===== src/rtl/core/lruk_pkg.sv =====
// ----------------------------------------------------------------------------
// LRU-K replacer package
// Sizes, register indexes, operation and status codes, and the structs that
// pass between the sequencer and the ranking unit.
// ----------------------------------------------------------------------------
`default_nettype none

package lruk_pkg;

    // Frame store and history sizes.
    localparam int FRAME_COUNT = 16;
    localparam int MAX_K      = 8;
    localparam int STAMP_BITS = 32;

    // Field widths fixed by the interface.
    localparam int FRAME_W  = 4;
    localparam int TOTAL_W  = 5;
    localparam int FIU_W    = 5;
    localparam int DEPTH_W  = 4;
    localparam int CFG_W    = 5;
    localparam int CFG_IDX_W = 2;

    // Derived widths.
    localparam int KCNT_W    = $clog2(MAX_K + 1);
    localparam int SLOT_W    = (MAX_K > 1) ? $clog2(MAX_K) : 1;
    localparam int SUM_W     = SLOT_W + 2;
    localparam int STORE_DEPTH = FRAME_COUNT * MAX_K;
    localparam int ADDR_W    = $clog2(STORE_DEPTH);

    // Configuration register indexes.
    localparam logic [CFG_IDX_W-1:0] REG_FRAMES_IN_USE = 2'd0;
    localparam logic [CFG_IDX_W-1:0] REG_HISTORY_DEPTH = 2'd1;

    // Operation codes.
    localparam logic [1:0] OP_ACCESS   = 2'd0;
    localparam logic [1:0] OP_SET_EVICT = 2'd1;
    localparam logic [1:0] OP_EVICT    = 2'd2;
    localparam logic [1:0] OP_REMOVE   = 2'd3;

    // Status codes.
    localparam logic [1:0] ST_OK        = 2'd0;
    localparam logic [1:0] ST_NONE      = 2'd1;
    localparam logic [1:0] ST_RANGE     = 2'd2;
    localparam logic [1:0] ST_PINNED    = 2'd3;

    // One frame offered to the ranking unit.
    typedef struct packed {
        logic               valid;
        logic               inf;
        logic               empty;
        logic [FRAME_W-1:0] idx;
    } cand_t;

    // Outcome of a scan.
    typedef struct packed {
        logic               found;
        logic [FRAME_W-1:0] idx;
    } best_t;

endpackage

`default_nettype wire


===== src/rtl/core/lruk_rank.sv =====
// ----------------------------------------------------------------------------
// LRU-K ranking unit
// Computes one candidate's age per cycle and keeps the best frame so far.
// ----------------------------------------------------------------------------
`default_nettype none

module lruk_rank (
    input  wire logic                              clk,
    input  wire logic                              rst_n,
    input  wire logic                              clear,
    input  wire lruk_pkg::cand_t                   cand,
    input  wire logic [lruk_pkg::STAMP_BITS-1:0]   stamp,
    input  wire logic [lruk_pkg::STAMP_BITS-1:0]   now,
    output lruk_pkg::best_t                        best
);
    import lruk_pkg::*;

    logic                  found_reg, found_next;
    logic                  inf_reg, inf_next;
    logic                  empty_reg, empty_next;
    logic [STAMP_BITS-1:0] age_reg, age_next;
    logic [FRAME_W-1:0]    idx_reg, idx_next;
    logic [STAMP_BITS-1:0] age;
    logic                  adopt;

    // Age of the candidate, wrapping with the counter width.
    assign age = cand.empty ? '0 : (now - stamp);

    // Ranking: infinite beats finite, empty beats other infinite, then age.
    always_comb
    begin
        if (!found_reg)
        begin
            adopt = 1'b1;
        end
        else if (cand.inf != inf_reg)
        begin
            adopt = cand.inf;
        end
        else if (cand.inf && (cand.empty != empty_reg))
        begin
            adopt = cand.empty;
        end
        else if (cand.inf && cand.empty)
        begin
            adopt = 1'b0;
        end
        else
        begin
            adopt = age > age_reg;
        end
    end

    // Next best frame.
    always_comb
    begin
        found_next = found_reg;
        inf_next   = inf_reg;
        empty_next = empty_reg;
        age_next   = age_reg;
        idx_next   = idx_reg;
        if (clear)
        begin
            found_next = 1'b0;
        end
        else if (cand.valid && adopt)
        begin
            found_next = 1'b1;
            inf_next   = cand.inf;
            empty_next = cand.empty;
            age_next   = age;
            idx_next   = cand.idx;
        end
    end

    always_ff @(posedge clk or negedge rst_n)
    begin
        if (!rst_n)
        begin
            found_reg <= 1'b0;
        end
        else
        begin
            found_reg <= found_next;
        end
    end

    always_ff @(posedge clk)
    begin
        inf_reg   <= inf_next;
        empty_reg <= empty_next;
        age_reg   <= age_next;
        idx_reg   <= idx_next;
    end

    assign best.found = found_reg;
    assign best.idx   = idx_reg;

endmodule

`default_nettype wire


===== config.mk =====
export PLATFORM = sky130hd
export DESIGN_NAME = lruk_rank
export DESIGN_NICKNAME = d
export VERILOG_FILES = /design/src/rtl/core/lruk_pkg.sv /design/src/rtl/core/lruk_rank.sv
export SDC_FILE = /design/constraint.sdc
export NUM_CORES = 1
export LEC_CHECK = 0
export BUFFER_PORTS_ARGS = -buffer_cell sky130_fd_sc_hd__buf_2
export CAP_MARGIN = 25
export CORE_MARGIN = 8
export CORE_UTILIZATION = 50
export CTS_CLUSTER_DIAMETER = 60
export DETAILED_ROUTE_END_ITERATION = 8
export GPL_TIMING_DRIVEN = 0
export HOLD_SLACK_MARGIN = 0.08
export MAX_ROUTING_LAYER = met4
export PLACE_DENSITY = 0.79
export SETUP_SLACK_MARGIN = 0.3
export SLEW_MARGIN = 40
export SYNTH_ARGS = -nofsm -noshare
export SYNTH_HDL_FRONTEND = slang
export SYNTH_SLANG_ARGS = --single-unit

===== constraint.sdc =====
create_clock -name clk -period 3.7 [get_ports clk]
set_input_delay 0.74 -clock clk [delete_from_list [all_inputs] [get_ports clk]]
set_output_delay 0.74 -clock clk [all_outputs]
set_load 0.03 [all_outputs]

==> qor.csv <==
stage;metric;value;unit
drt;remaining_drc_errors;0;
power_and_ir_drop;netSwitchingPower;0.0005902;W
drt;vias_per_cell;5.746;
status;failing_checks;negative setup slack;
floorplanning;core.rowCount;33;
sta;hold_viol_final;0;
setup_path;ff2ff_path_depth;9;
clock_network;clock_sink_count;39;
sta;min_period;4259;ps
synthesis;async_reset_ff_share;2.564;%
setup_path;critical_setup_path_kind;primary input to register;
synthesis;edff_count_synth;38;
setup_path;critPathMaxFanout;5;
layout;final_common_cell;buf_2;
global_routing;grt_first_pass_wirelength;18960;um
setup_path;timing.rr.start;age_reg[15];
clock_network;cts_htree_levels;2;
drt;detail_route.wirelength.met1;5463;um
synthesis;synth_seq_cells;39;
layout;final_net_count;757;
floorplanning;io_pins;79;
sta;hold-worst-slack;201.1;ps
synthesis;mappedNetlistArea;4202;um^2
synthesis;synth.yosys.warnings;0;
setup_path;worst-endpoint-arrival;4280;ps
layout;final_cell_mix;buf_2, inv_1, ha_1;
synthesis;synthDistinctLibCells;60;
clock_network;cts_buffers;5;
synthesis;synth.avg_cell_area;8.386;um^2
clock_network;cts-root-buf;clkbuf_8;
drt;drt-pass1-iter-count;4;
place;gp_routability_congestion;0.9100;
global_routing;grt.total_usage;20.17;%
drt;drt_iter0_markers;312;
drt;antenna_left;0;
layout;area_growth;35.11;%
power_and_ir_drop;power.share.sequential;33.0;%
clock_network;path_clk_slew;80;ps
power_and_ir_drop;totalPowerFinal;0.001613;W
status;status;finished, violations left;
drt;vias;4166;
sta;clock-skew-final;12.66;ps
floorplanning;placeableCoreArea;8175;um^2
min_path;timing.hold.worst.class;primary input to asynchronous set/reset pin;
sta;finalSetupViolations;38;
clock_network;cts-root-to-sink-buffers;2;
synthesis;synth_seq_area_share;27.75;%
setup_path;cp-startpoint;now[0];
place;dp_hpwl;8689;um
setup_path;worst-r2r-setup-slack;1360;ps
synthesis;syn_inst_count;501;
global_routing;grt_max_degree;12;
sta;setup_ws;-558.6;ps
sta;max-slew-margin-rel;62.51;%
power_and_ir_drop;power.share.clock;17.3;%
floorplanning;die_outline_area;11590;um^2
setup_path;capturing_element_type_of_the_critical_path;register;
floorplanning;die_height;107.7;um
setup_path;start_kind;primary input;
setup_path;critPathRequiredTime;3720;ps
clock_network;cts_tree;done;
sta;rsz0062_at_grt;true;
layout;fraction_of_final_layout_cells_with_drive_strength_greater_than_1;32.42;%
global_routing;grt_antenna_before_repair;0;
place;io_buffers;78;
clock_network;cts_hold_buf;0;
layout;number_of_antenna_diodes;0;
setup_path;critical_path.reg2reg.endpoint;age_reg[18];
power_and_ir_drop;power.ir.vdd_worst;0.1509;mV
sta;slew_violations;0;
setup_path;worst_setup_path_endpoint;age_reg[18];
synthesis;yosys_most_used_dff;edfxtp_1;
global_routing;grt_remaining_overflow;0;
drt;route.met2.wl;5742;um
power_and_ir_drop;power.share.switching;36.58;%
drt;routed_wire_length_per_instance;16.30;um
sta;fin_crit_sh;115.1;%
floorplanning;fp.dieW;107.7;um
floorplanning;floorplan.initialDensity;51.39;%
drt;highest_layer;met4;
layout;largest_reg_flops;32;
sta;maxClockFrequency;0.2348;GHz
drt;totalWireLength;11820;um
power_and_ir_drop;pwr_per_cell_area;284.2;nW/um^2
sta;actual_slew_at_the_worst_max_slew_pin;562.3;ps
clock_network;worst_skew_pair.late_latency;290;ps
run;maxCapViolations;0;
global_routing;vias_in_the_first_global_route;4100;
drt;met3RoutedLength;534;um
power_and_ir_drop;p_int;0.001023;W
power_and_ir_drop;power.combinational.fraction;49.7;%
synthesis;synth_fp_nets;639;
power_and_ir_drop;p_leak;2.601;nW
-- routing by layer --
metal | track usage (%) | vias to the layer above
met4 | 4.955 | 0
met3 | 1.856 | 6
li1 | - | 2056
met1 | 26.71 | 1972
met5 | - | -
met2 | 32.37 | 132
-- power groups by stage --
stage	clock network [W]	logic (W)	registers, W
6_report	0.000280	0.000801	0.000532
3_3_place_gp	0	0.000595	0.000542
3_5_place_dp	0	0.000620	0.000542
4_1_cts	0.000277	0.000705	0.000532
5_1_grt	0.000296	0.000879	0.000535
2_1_floorplan	0	0.000445	0.000545
-- metrics by stage --
step / TNS, ps / setup WS, ps / instance area, um^2 / std cells / util, %
floorplan: -26440 / -695.9 / 4320 / 501 / -
global placement: -57180 / -1506 / 4842 / 684 / 59.23
detailed placement: -44630 / -1225 / 4868 / 686 / 59.55
CTS: -19800 / -535.7 / 5344 / 712 / 65.37
global route: -24070 / -662.7 / 5677 / 725 / 69.44
finish: -20160 / -558.6 / 5677 / 725 / 69.44
-- worst min-delay path by stage --
stage | cells past startpoint | slack (ps) | to | from
final | 1 | 200 | found_reg | rst_n
after global routing | 1 | 190 | found_reg | rst_n
after CTS | 1 | 200 | found_reg | rst_n
after detailed placement | 1 | 520 | found_reg | rst_n
after global placement | 1 | 510 | found_reg | rst_n
after floorplan | 0 | 440 | found_reg | rst_n
-- repair_timing --
action	CTS	global route
pin swaps	29	20
gates resized for setup	58	51
setup endpoints to repair	38	38
cloned	2	2
setup buffers	16	11
-- area by class of cell --
type,instances,area [um^2]
inverters,72,285.3
flip-flops and latches,39,1166
clock inverters,1,5.005
multi-input cells,375,3162
repair buffers,111,762.0
plain buffers,15,88.84
well taps,105,131.4
clock buffers,7,76.32
fillers,624,2499
-- cells in the mapped netlist (2+ instances only) --
| library cell | count | area [um^2] |
|---|---|---|
| xnor2_1 | 7 | 61.31 |
| o211ai_1 | 6 | 45.04 |
| a21oi_1 | 40 | 200.2 |
| a41o_1 | 2 | 20.02 |
| o21bai_1 | 3 | 22.52 |
| o22ai_1 | 2 | 12.51 |
| nor4_1 | 5 | 31.28 |
| xor2_1 | 5 | 43.79 |
| nand3_1 | 8 | 40.04 |
| mux2_2 | 3 | 33.78 |
| buf_2 | 2 | 10.01 |
| o21ai_0 | 25 | 125.1 |
| o31ai_1 | 2 | 15.01 |
| nor2b_1 | 13 | 81.33 |
| mux2i_1 | 3 | 30.03 |
| nand4b_1 | 2 | 17.52 |
| a21o_1 | 15 | 112.6 |
| a211o_1 | 2 | 17.52 |
| a211oi_1 | 9 | 67.56 |
| nor3_1 | 17 | 85.08 |
| and3_1 | 7 | 43.79 |
| o311ai_1 | 2 | 17.52 |
| nor2_1 | 40 | 150.1 |
| nand3b_1 | 2 | 15.01 |
| a21boi_0 | 3 | 22.52 |
| nand2b_1 | 2 | 12.51 |
| a311o_1 | 3 | 30.03 |
| mux2_1 | 4 | 45.04 |
| clkbuf_1 | 11 | 41.29 |
| ha_1 | 63 | 788.3 |
| nor4b_1 | 2 | 17.52 |
| nand2_1 | 32 | 120.1 |
| a2111oi_0 | 3 | 26.28 |
| a31oi_1 | 5 | 31.28 |
| nand4_1 | 9 | 56.30 |
| a221o_1 | 2 | 20.02 |
| o21a_1 | 9 | 67.56 |
| inv_1 | 72 | 270.3 |
| edfxtp_1 | 38 | 1141 |
-- cell families after synthesis --
kind of cell | count (synthesis) | share of synthesized area [%]
and+or+nand+nor | 148 | 17.57
AOI/OAI and AO/OA | 141 | 22.42
buffers and inverters | 87 | 7.921
adders and majority gates | 64 | 19.24
DFF | 39 | 27.75
xor gates and xnor gates | 12 | 2.501
muxes | 10 | 2.591
-- worst max-delay path: stages --
cell and delay, ps:
buf_8 110, inv_12 40, ha_4 120, inv_2 30
fa_2 370, a21oi_4 180, o22ai_4 130, a221oi_4 400
o21bai_4 130, a31o_2 210, a41o_1 270, ha_4 290
nand4_1 160, nor4_2 330, o21ai_1 150, a31oi_4 280
buf_6 170, clkbuf_16 140
Note: power is estimated with default switching activity, not from simulation.
